==> src/hdl/integer_to_ascii_radix_macros.svh <==
// ----------------------------------------------------------------------------
// Assertion macros for the integer_to_ascii_radix block
// Immediate-implication and next-cycle-implication property checks.
// ----------------------------------------------------------------------------
`ifndef INTEGER_TO_ASCII_RADIX_MACROS_SVH
`define INTEGER_TO_ASCII_RADIX_MACROS_SVH

`ifndef SYNTHESIS
// Same-cycle implication, disabled while in reset
`define ITAR_ASSERT_IMP(lbl, clk, rstn, ante, cons, msg) \
  lbl: assert property (@(posedge clk) disable iff (!rstn) (ante) |-> (cons)) \
    else $error(msg);
// Next-cycle implication, disabled while in reset
`define ITAR_ASSERT_NXT(lbl, clk, rstn, ante, cons, msg) \
  lbl: assert property (@(posedge clk) disable iff (!rstn) (ante) |=> (cons)) \
    else $error(msg);
`else
`define ITAR_ASSERT_IMP(lbl, clk, rstn, ante, cons, msg)
`define ITAR_ASSERT_NXT(lbl, clk, rstn, ante, cons, msg)
`endif

`endif

==> src/hdl/itar_pkg.sv <==
// ----------------------------------------------------------------------------
// itar_pkg
// Shared types, constants and the digit-to-ASCII map for integer_to_ascii_radix.
// ----------------------------------------------------------------------------
package itar_pkg;

  localparam int unsigned ValueW = 32;
  localparam int unsigned RadixW = 6;
  localparam int unsigned CharW  = 7;

  localparam logic [RadixW-1:0] RadixMin = RadixW'(2);
  localparam logic [RadixW-1:0] RadixMax = RadixW'(36);
  localparam logic [RadixW-1:0] RadixDec = RadixW'(10);
  localparam logic [RadixW-1:0] DigitMaxDec = RadixW'(9);
  localparam logic [RadixW-1:0] LetterOffset = RadixW'(10);

  localparam logic [CharW-1:0] CharZero  = CharW'(8'h30);
  localparam logic [CharW-1:0] CharA     = CharW'(8'h61);
  localparam logic [CharW-1:0] CharMinus = CharW'(8'h2d);

  typedef struct packed {
    logic [ValueW-1:0] value;
    logic [RadixW-1:0] radix;
  } itar_in_t;

  typedef struct packed {
    logic [CharW-1:0] character;
    logic             last;
  } itar_out_t;

  // digit 0..9 -> '0'..'9', 10..35 -> 'a'..'z'
  function automatic logic [CharW-1:0] digit_char(input logic [RadixW-1:0] d);
    logic [CharW-1:0] res;
    if (d > DigitMaxDec) begin
      res = CharA + CharW'(d - LetterOffset);
    end else begin
      res = CharZero + CharW'(d);
    end
    return res;
  endfunction

endpackage

==> src/hdl/itar_divider.sv <==
// ----------------------------------------------------------------------------
// itar_divider
// Restoring bit-serial divider: one quotient bit per cycle by a 6-bit divisor.
// ----------------------------------------------------------------------------
`include "integer_to_ascii_radix_macros.svh"

module itar_divider #(
  parameter int unsigned VALUE_BITS = 32
) (
  input  logic                          clk_i,
  input  logic                          rst_ni,
  input  logic                          start_i,
  input  logic [VALUE_BITS-1:0]         dividend_i,
  input  logic [itar_pkg::RadixW-1:0]   divisor_i,
  output logic                          busy_o,
  output logic                          done_o,
  output logic [VALUE_BITS-1:0]         quotient_o,
  output logic [itar_pkg::RadixW-1:0]   remainder_o
);
  import itar_pkg::*;

  localparam int unsigned CntW = $clog2(VALUE_BITS);

  logic [RadixW-1:0]     rem_q, rem_d;
  logic [VALUE_BITS-1:0] quo_q, quo_d;
  logic [RadixW-1:0]     div_q, div_d;
  logic [CntW-1:0]       cnt_q, cnt_d;
  logic                  busy_q, busy_d;
  logic                  done_q, done_d;
  logic [RadixW:0]       trial;
  logic [RadixW:0]       diff;
  logic                  ge;

  // one trial subtraction per cycle
  assign trial = {rem_q, quo_q[VALUE_BITS-1]};
  assign ge    = trial >= {1'b0, div_q};
  assign diff  = trial - {1'b0, div_q};

  always_comb begin
    rem_d  = rem_q;
    quo_d  = quo_q;
    div_d  = div_q;
    cnt_d  = cnt_q;
    busy_d = busy_q;
    done_d = 1'b0;
    if (start_i) begin
      rem_d  = '0;
      quo_d  = dividend_i;
      div_d  = divisor_i;
      cnt_d  = CntW'(VALUE_BITS - 1);
      busy_d = 1'b1;
    end else if (busy_q) begin
      rem_d = ge ? diff[RadixW-1:0] : trial[RadixW-1:0];
      quo_d = {quo_q[VALUE_BITS-2:0], ge};
      cnt_d = cnt_q - 1'b1;
      if (cnt_q == '0) begin
        busy_d = 1'b0;
        done_d = 1'b1;
      end
    end
  end

  // control state
  always_ff @(posedge clk_i or negedge rst_ni) begin
    if (!rst_ni) begin
      busy_q <= 1'b0;
      done_q <= 1'b0;
      cnt_q  <= '0;
    end else begin
      busy_q <= busy_d;
      done_q <= done_d;
      cnt_q  <= cnt_d;
    end
  end

  // datapath
  always_ff @(posedge clk_i) begin
    rem_q <= rem_d;
    quo_q <= quo_d;
    div_q <= div_d;
  end

  assign busy_o      = busy_q;
  assign done_o      = done_q;
  assign quotient_o  = quo_q;
  assign remainder_o = rem_q;

  `ITAR_ASSERT_IMP(a_start_idle, clk_i, rst_ni, start_i, !busy_q, "divider started while busy")
  `ITAR_ASSERT_IMP(a_rem_below, clk_i, rst_ni, done_q, rem_q < div_q, "remainder not below divisor")
  `ITAR_ASSERT_NXT(a_last_step, clk_i, rst_ni, busy_q && cnt_q == '0 && !start_i, done_q && !busy_q,
                   "divider did not finish after last step")

endmodule

==> src/hdl/itar_digit_stack.sv <==
// ----------------------------------------------------------------------------
// itar_digit_stack
// Digit buffer: one write port, one registered read port.
// ----------------------------------------------------------------------------
module itar_digit_stack #(
  parameter int unsigned VALUE_BITS = 32
) (
  input  logic                              clk_i,
  input  logic                              wr_en_i,
  input  logic [$clog2(VALUE_BITS)-1:0]     wr_addr_i,
  input  logic [itar_pkg::RadixW-1:0]       wr_data_i,
  input  logic                              rd_en_i,
  input  logic [$clog2(VALUE_BITS)-1:0]     rd_addr_i,
  output logic [itar_pkg::RadixW-1:0]       rd_data_o
);
  import itar_pkg::*;

  logic [RadixW-1:0] mem [VALUE_BITS];
  logic [RadixW-1:0] rd_data_q;

  always_ff @(posedge clk_i) begin
    if (wr_en_i) begin
      mem[wr_addr_i] <= wr_data_i;
    end
  end

  always_ff @(posedge clk_i) begin
    if (rd_en_i) begin
      rd_data_q <= mem[rd_addr_i];
    end
  end

  assign rd_data_o = rd_data_q;

endmodule

==> src/hdl/integer_to_ascii_radix.sv <==
// ----------------------------------------------------------------------------
// integer_to_ascii_radix
// Converts one integer to its ASCII digits in base 2..36, most significant first.
// ----------------------------------------------------------------------------
// Usage:
//   Input channel in_valid_i/in_ready_o/in_data_i carries a value and a radix
//   (clamped to 2..36). In base ten a value with its top bit set is printed as
//   '-' and its magnitude; other bases treat the value as unsigned.
//   Output channel out_valid_o/out_ready_i/out_data_o carries one character per
//   beat; last marks the final character of the string.
//   Sequence: one bit-serial division by the radix per digit, done by the shared
//   divider. Emission then reads each digit back from the buffer and loads it
//   into the output register, after a '-' sign if there is one.
//   in_ready_o is high only while no item is in work; the next item may enter
//   while the final character still waits in the output register.
//   A stalled receiver holds the output register; the sequencer waits on it.
//   Reset clears the sequencer and the output valid; no clearing pass is needed.
// ----------------------------------------------------------------------------
`include "integer_to_ascii_radix_macros.svh"

module integer_to_ascii_radix #(
  parameter int unsigned VALUE_BITS = 32
) (
  input  logic                 clk_i,
  input  logic                 rst_ni,
  input  logic                 in_valid_i,
  output logic                 in_ready_o,
  input  itar_pkg::itar_in_t   in_data_i,
  output logic                 out_valid_o,
  input  logic                 out_ready_i,
  output itar_pkg::itar_out_t  out_data_o
);
  import itar_pkg::*;

  localparam int unsigned AddrW = $clog2(VALUE_BITS);
  localparam int unsigned CntW  = $clog2(VALUE_BITS + 1);

  typedef enum logic [4:0] {
    S_IDLE = 5'b00001,
    S_DIV  = 5'b00010,
    S_SIGN = 5'b00100,
    S_READ = 5'b01000,
    S_LOAD = 5'b10000
  } itar_state_e;

  itar_state_e           state_q, state_d;
  logic                  neg_q, neg_d;
  logic [CntW-1:0]       cnt_q, cnt_d;
  logic [CntW-1:0]       cnt_m1;
  itar_out_t             out_q, out_d;
  logic                  out_valid_q, out_valid_d;

  logic                  accept;
  logic                  slot_free;
  logic [RadixW-1:0]     radix_clamp;
  logic [VALUE_BITS+ValueW-1:0] val_ext;
  logic [VALUE_BITS-1:0] val_in;
  logic                  val_neg;
  logic [VALUE_BITS-1:0] val_mag;

  logic                  div_start;
  logic [VALUE_BITS-1:0] div_dividend;
  logic                  div_busy;
  logic                  div_done;
  logic [VALUE_BITS-1:0] div_quo;
  logic [RadixW-1:0]     div_rem;
  logic [RadixW-1:0]     u_divider_divisor_hold;
  logic [RadixW-1:0]     radix_q;

  logic                  stk_wr;
  logic                  stk_rd;
  logic [RadixW-1:0]     stk_data;

  // input decode: clamp radix, take magnitude for negative decimal
  always_comb begin
    if (in_data_i.radix < RadixMin) begin
      radix_clamp = RadixMin;
    end else if (in_data_i.radix > RadixMax) begin
      radix_clamp = RadixMax;
    end else begin
      radix_clamp = in_data_i.radix;
    end
  end

  assign val_ext = {{VALUE_BITS{1'b0}}, in_data_i.value};
  assign val_in  = val_ext[VALUE_BITS-1:0];
  assign val_neg = (radix_clamp == RadixDec) && val_in[VALUE_BITS-1];
  assign val_mag = val_neg ? (~val_in + 1'b1) : val_in;

  assign accept     = in_valid_i && in_ready_o;
  assign in_ready_o = (state_q == S_IDLE);
  assign slot_free  = !out_valid_q || out_ready_i;
  assign cnt_m1     = cnt_q - 1'b1;

  // sequencer
  always_comb begin
    state_d      = state_q;
    neg_d        = neg_q;
    cnt_d        = cnt_q;
    out_d        = out_q;
    out_valid_d  = out_valid_q && !out_ready_i;
    div_start    = 1'b0;
    div_dividend = div_quo;
    stk_wr       = 1'b0;
    stk_rd       = 1'b0;
    unique case (state_q)
      S_IDLE: begin
        if (accept) begin
          neg_d        = val_neg;
          cnt_d        = '0;
          div_start    = 1'b1;
          div_dividend = val_mag;
          state_d      = S_DIV;
        end
      end
      S_DIV: begin
        if (div_done) begin
          stk_wr = 1'b1;
          cnt_d  = cnt_q + 1'b1;
          if (div_quo == '0) begin
            state_d = neg_q ? S_SIGN : S_READ;
          end else begin
            div_start = 1'b1;
          end
        end
      end
      S_SIGN: begin
        if (slot_free) begin
          out_d.character = CharMinus;
          out_d.last      = 1'b0;
          out_valid_d     = 1'b1;
          state_d         = S_READ;
        end
      end
      S_READ: begin
        stk_rd  = 1'b1;
        state_d = S_LOAD;
      end
      S_LOAD: begin
        if (slot_free) begin
          out_d.character = digit_char(stk_data);
          out_d.last      = (cnt_q == CntW'(1));
          out_valid_d     = 1'b1;
          cnt_d           = cnt_m1;
          state_d         = (cnt_q == CntW'(1)) ? S_IDLE : S_READ;
        end
      end
      default: begin
        state_d = S_IDLE;
      end
    endcase
  end

  always_ff @(posedge clk_i or negedge rst_ni) begin
    if (!rst_ni) begin
      state_q     <= S_IDLE;
      neg_q       <= 1'b0;
      cnt_q       <= '0;
      out_valid_q <= 1'b0;
    end else begin
      state_q     <= state_d;
      neg_q       <= neg_d;
      cnt_q       <= cnt_d;
      out_valid_q <= out_valid_d;
    end
  end

  // output payload register
  always_ff @(posedge clk_i) begin
    out_q <= out_d;
  end

  assign out_valid_o = out_valid_q;
  assign out_data_o  = out_q;

  itar_divider #(
    .VALUE_BITS (VALUE_BITS)
  ) u_divider (
    .clk_i       (clk_i),
    .rst_ni      (rst_ni),
    .start_i     (div_start),
    .dividend_i  (div_dividend),
    .divisor_i   (accept ? radix_clamp : u_divider_divisor_hold),
    .busy_o      (div_busy),
    .done_o      (div_done),
    .quotient_o  (div_quo),
    .remainder_o (div_rem)
  );

  // radix stays for the whole item
  always_ff @(posedge clk_i) begin
    if (accept) begin
      radix_q <= radix_clamp;
    end
  end
  assign u_divider_divisor_hold = radix_q;

  itar_digit_stack #(
    .VALUE_BITS (VALUE_BITS)
  ) u_digit_stack (
    .clk_i     (clk_i),
    .wr_en_i   (stk_wr),
    .wr_addr_i (cnt_q[AddrW-1:0]),
    .wr_data_i (div_rem),
    .rd_en_i   (stk_rd),
    .rd_addr_i (cnt_m1[AddrW-1:0]),
    .rd_data_o (stk_data)
  );

  `ITAR_ASSERT_IMP(a_cnt_bound, clk_i, rst_ni, 1'b1, cnt_q <= CntW'(VALUE_BITS),
                   "digit count above capacity")
  `ITAR_ASSERT_IMP(a_done_in_div, clk_i, rst_ni, div_done, state_q == S_DIV,
                   "divider result outside division phase")
  `ITAR_ASSERT_IMP(a_load_nonempty, clk_i, rst_ni, state_q == S_LOAD || state_q == S_READ,
                   cnt_q != '0, "digit read from empty buffer")
  `ITAR_ASSERT_IMP(a_idle_div, clk_i, rst_ni, state_q == S_IDLE, !div_busy,
                   "divider busy while idle")

endmodule
==> config.mk <==
export PLATFORM = sky130hd
export DESIGN_NAME = integer_to_ascii_radix
export DESIGN_NICKNAME = d
export VERILOG_FILES = /design/src/hdl/itar_pkg.sv /design/src/hdl/itar_divider.sv /design/src/hdl/itar_digit_stack.sv /design/src/hdl/integer_to_ascii_radix.sv
export VERILOG_INCLUDE_DIRS = /design/src /design/src/hdl
export SDC_FILE = /design/constraint.sdc
export NUM_CORES = 1
export LEC_CHECK = 0
export ABC_AREA = 1
export BUFFER_PORTS_ARGS = -buffer_cell sky130_fd_sc_hd__buf_2
export CORE_MARGIN = 1.5
export CORE_UTILIZATION = 50
export CTS_BUF_LIST = sky130_fd_sc_hd__clkbuf_8 sky130_fd_sc_hd__clkbuf_16
export CTS_CLUSTER_SIZE = 16
export DETAILED_ROUTE_END_ITERATION = 12
export PLACE_DENSITY = 0.67
export SYNTH_ARGS = -nofsm -noshare
export SYNTH_HDL_FRONTEND = slang
export SYNTH_SLANG_ARGS = --single-unit
==> constraint.sdc <==
create_clock -name clk_i -period 2.6 [get_ports clk_i]
set_input_delay 0.52 -clock clk_i [delete_from_list [all_inputs] [get_ports clk_i]]
set_output_delay 0.52 -clock clk_i [all_outputs]
set_load 0.02 [all_outputs]
==> results.tsv <==
stage	metric	value	unit
placement	place_congestion	0.858	
worst_setup_path	r2r_start	cnt_q[1]	
floorplanning	dieArea	28000	sq um
worst_setup_path	worstPathArrival	2.59	ns
synthesis	most_frequently_used_cell_type_in_the_post_synthesis_netlist	nand2_1	
worst_setup_path	critical_path_class	reg2reg	
worst_setup_path	number_of_cells_traversed_by_the_worst_register_to_register_path	10	
worst_setup_path	worstPathRequired	2.90	ns
floorplanning	die_width	167	um
clock_network	cts.path.max_buffers	3	
worst_setup_path	path_delay_family	compound AO/OA/AOI/OAI gates	
drt	avgRoutedWirePerCell	17.1	um
synthesis	synth_nets	1494	
cells_and_area	final_antenna_diode_count	0	
synthesis	postSynth.asyncResetShare	7.25	%
worst_setup_path	max_stage_delay	0.42	ns
sta	min_period	2.29	ns
floorplanning	dieHeight	167	um
run	cap_viol_max_count	0	
cells_and_area	finalNetCount	1554	
worst_setup_path	r2r_slack	0.31	ns
sta	final.setup_skew	0.0116	ns
cells_and_area	layout.cells.non_filler	1847	
placement	dp.cells	1794	
synthesis	netlist_area	13500	sq um
grt	grt_antenna_before_repair	0	
worst_hold_path	hold_depth	4	
floorplanning	starting_density_of_the_core	51.3	%
synthesis	synth-seq-cells	276	
drt	wl	31700	um
sta	fmax	437	MHz
worst_setup_path	cpMaxStageDelayCell	dfrtp_1	
floorplanning	core_area	26300	sq um
sta	post-route-worst-setup-slack	0.313	ns
synthesis	synth.largest_area_cell	edfxtp_1	
grt	grt-ovfl-total	0	
grt	wire_length_of_the_first_global_routing_pass	51000	um
clock_network	post-cts-setup-buffers	0	
worst_setup_path	timing.critical_path.fanout_max	77	
synthesis	proportion_of_netlist_area_held_by_the_largest_area_contributor	54.3	%
power	share_of_total_power_in_the_clock_network	24.3	%
worst_setup_path	crit-reg2reg-capture	u_digit_stack.rd_data_o[2]	
sta	hold_ws	0.267	ns
power	internal_power	0.0102	W
grt	grt_max_degree	78	
sta	grt_setup_unrepaired	false	
drt	vias_per_cell	5.51	
synthesis	syn_area_per_cell	9.43	sq um
sta	setup_total_negative_slack	0	ns
worst_setup_path	setup.worst_path.start_class	flip-flop	
clock_network	tritoncts	built	
synthesis	ys_types	46	
clock_network	post_cts_resized	0	
synthesis	ys.warnings.count	0	
grt	vias_in_the_first_global_route	9786	
power	switching_power	0.00623	W
floorplanning	ios	52	
synthesis	netlist_top_cells_count	358 x nand2_1, 286 x nor2_1, 244 x edfxtp_1	
status	outcome	finished, final reports clean	
sta	timing.max_slew.rel_slack	52.7	%
grt	groute.usage.overall	22.9	%
clock_network	cts_root_buf	clkbuf_16	
sta	worst_pin_slew	0.707	ns
worst_setup_path	endpoint_kind	flip-flop	
power	power.density_cell_area	1090	nW/um^2
placement	half_perimeter_wire_length_after_detailed_placement	20700	um
clock_network	cts_num_sinks	276	
synthesis	syn-instance-count	1431	
power	irDropWorstVdd	0.705	mV
drt	antenna_violating_nets_post_route	0	
power	combinationalPowerShare	36.6	%
drt	vias	10200	
power	share_of_power_burned_in_registers	39.0	%
floorplanning	rows	59	
worst_hold_path	min-delay-start	out_ready_i	
power	p_sw_share	37.8	%
sta	setup_viol	0	
placement	io_buffers	51	
synthesis	yosys-top-cells-area	edfxtp_1 54%, nand2_1 10%, nor2_1 8.0%	
sta	slew_viol_final	0	
synthesis	synthFlopType	edfxtp_1	
cells_and_area	synthToLayoutAreaGrowth	11.7	%
clock_network	htree_num_levels	1	
cells_and_area	fraction_of_layout_instances_using_a_drive_strength_above_1	10.6	%
worst_hold_path	hold_path_end	out_valid_o	
worst_setup_path	cp.buffers_inverters	2	
synthesis	synth_edf_count	244	
worst_hold_path	timing.hold.worst.class	in2reg	
drt	drt-initial-drc-count	766	
drt	dr.pass1.iters	5	
power	leakage	5.88	nW
placement	place_worst_setup_slack	0.309	ns
worst_setup_path	worstPathCellList	inv_1 -> ha_2 -> buf_12 -> nor2_1 -> o21ai_0 -> o21ai_0 -> o21ai_1 -> o21ai_1 -> nand2_1 -> nand2_1	
clock_network	clkLatencyLatePin	0.55	ns
clock_network	clk_pin_slew	0.06	ns
sta	period_share	88.0	%
drt	remaining_drc_errors	0	
clock_network	number_of_buffers_created_by_cts	29	
sta	final_hold_violating_endpoints	0	
synthesis	ys_seq_area_share	59.8	%
## timing repair
| item | in CTS | in global routing |
|---|---|---|
| hold endpoints to repair | 19 | 0 |
| endpoints found under the setup margin | 0 | 0 |
| hold buffers | 1 | 0 |
## worst register-to-register path: cells and delay by family, from the launching register on
family,cells,cell delay [ns]
AO/OA/AOI/OAI,4,0.62
AND/OR/NAND/NOR,3,0.25
adder cells (fa/ha/maj),1,0.36
buffers and inverters,2,0.39
flip-flops,1,0.42
## power groups by stage
| stage | logic, W | registers, W | clock network [W] |
|---|---|---|---|
| final | 0.00603 | 0.00642 | 0.00400 |
| after global routing | 0.00678 | 0.00647 | 0.00424 |
| after CTS | 0.00603 | 0.00642 | 0.00406 |
| after detailed placement | 0.00599 | 0.00650 | 0 |
| after global placement | 0.00592 | 0.00648 | 0 |
| after floorplan | 0.00410 | 0.00659 | 0 |
## registers in the layout, indices dropped and copies added, names as in the netlist
name / flops
radix_q: 6
u_divider.remainder_o: 6
out_data_o: 8
u_divider.quotient_o: 32
neg_q: 1
u_divider.done_o: 1
out_valid_o: 1
u_digit_stack.rd_data_o: 6
u_digit_stack.mem: 192
cnt_q: 6
u_divider.busy_o: 1
u_divider.cnt_q: 5
u_divider.div_q: 6
state_q: 5
## routing by layer
metal / wire (um) / GRT usage (%) / up-vias
li1: - / - / 4965
met4: 744 / 6.78 / 0
met2: 15600 / 40.2 / 314
met3: 1690 / 2.74 / 56
met5: 0 / 0 / -
met1: 13600 / 30.0 / 4836
## how the worst max path moves through the flow
stage	slack [ns]	to	from	depth (start not counted)
after detailed placement	0.31	u_digit_stack.rd_data_o[0]	cnt_q[1]	10
final	0.31	u_digit_stack.rd_data_o[2]	cnt_q[1]	10
after global routing	0.21	u_digit_stack.rd_data_o[2]	cnt_q[1]	10
after floorplan	0.32	u_divider.quotient_o[0]	u_divider.quotient_o[29]	10
after CTS	0.32	u_digit_stack.rd_data_o[0]	cnt_q[1]	10
after global placement	0.33	u_digit_stack.rd_data_o[0]	cnt_q[1]	10
## cells in the final DEF, fill, tap and decap left out, types with 19 or more instances in the layout
cell type,count
nand2_1,358
nor2_1,286
edfxtp_1,244
o21ai_0,147
inv_1,77
nand3_1,57
buf_2,51
o211ai_1,37
buf_4,33
clkbuf_16,29
nand4_1,19
ha_1,19
## cell type report
class                      instances  area, sq um
clock buffer                      29          726
clock inverter                    23          189
sequential                       276         8070
tap                              335          419
timing repair buffer              88          573
multi-input combinational       1014         4790
inverter                          82          308
fill                            2311        11200
## stage by stage
stage	power [W]	util (%)	instance area, sq um
after CTS	0.0165	57.4	15100
after floorplan	0.0107	-	13500
after global placement	0.0124	53.8	14100
final	0.0164	57.4	15100
after global routing	0.0175	57.4	15100
after detailed placement	0.0125	53.8	14100
## cell families (layout without fill, tap and decap cells)
kind of cell	count (synthesis)	count (layout)	synth area share, %
xor gates and xnor gates	21	21	1.56
adders and majority gates	21	21	2.00
and+or+nand+nor	748	748	22.7
AOI/OAI and AO/OA	224	224	9.23
DFF	276	276	59.8
buffers and inverters	141	222	4.74
Note: power is estimated with default switching activity, not from simulation.
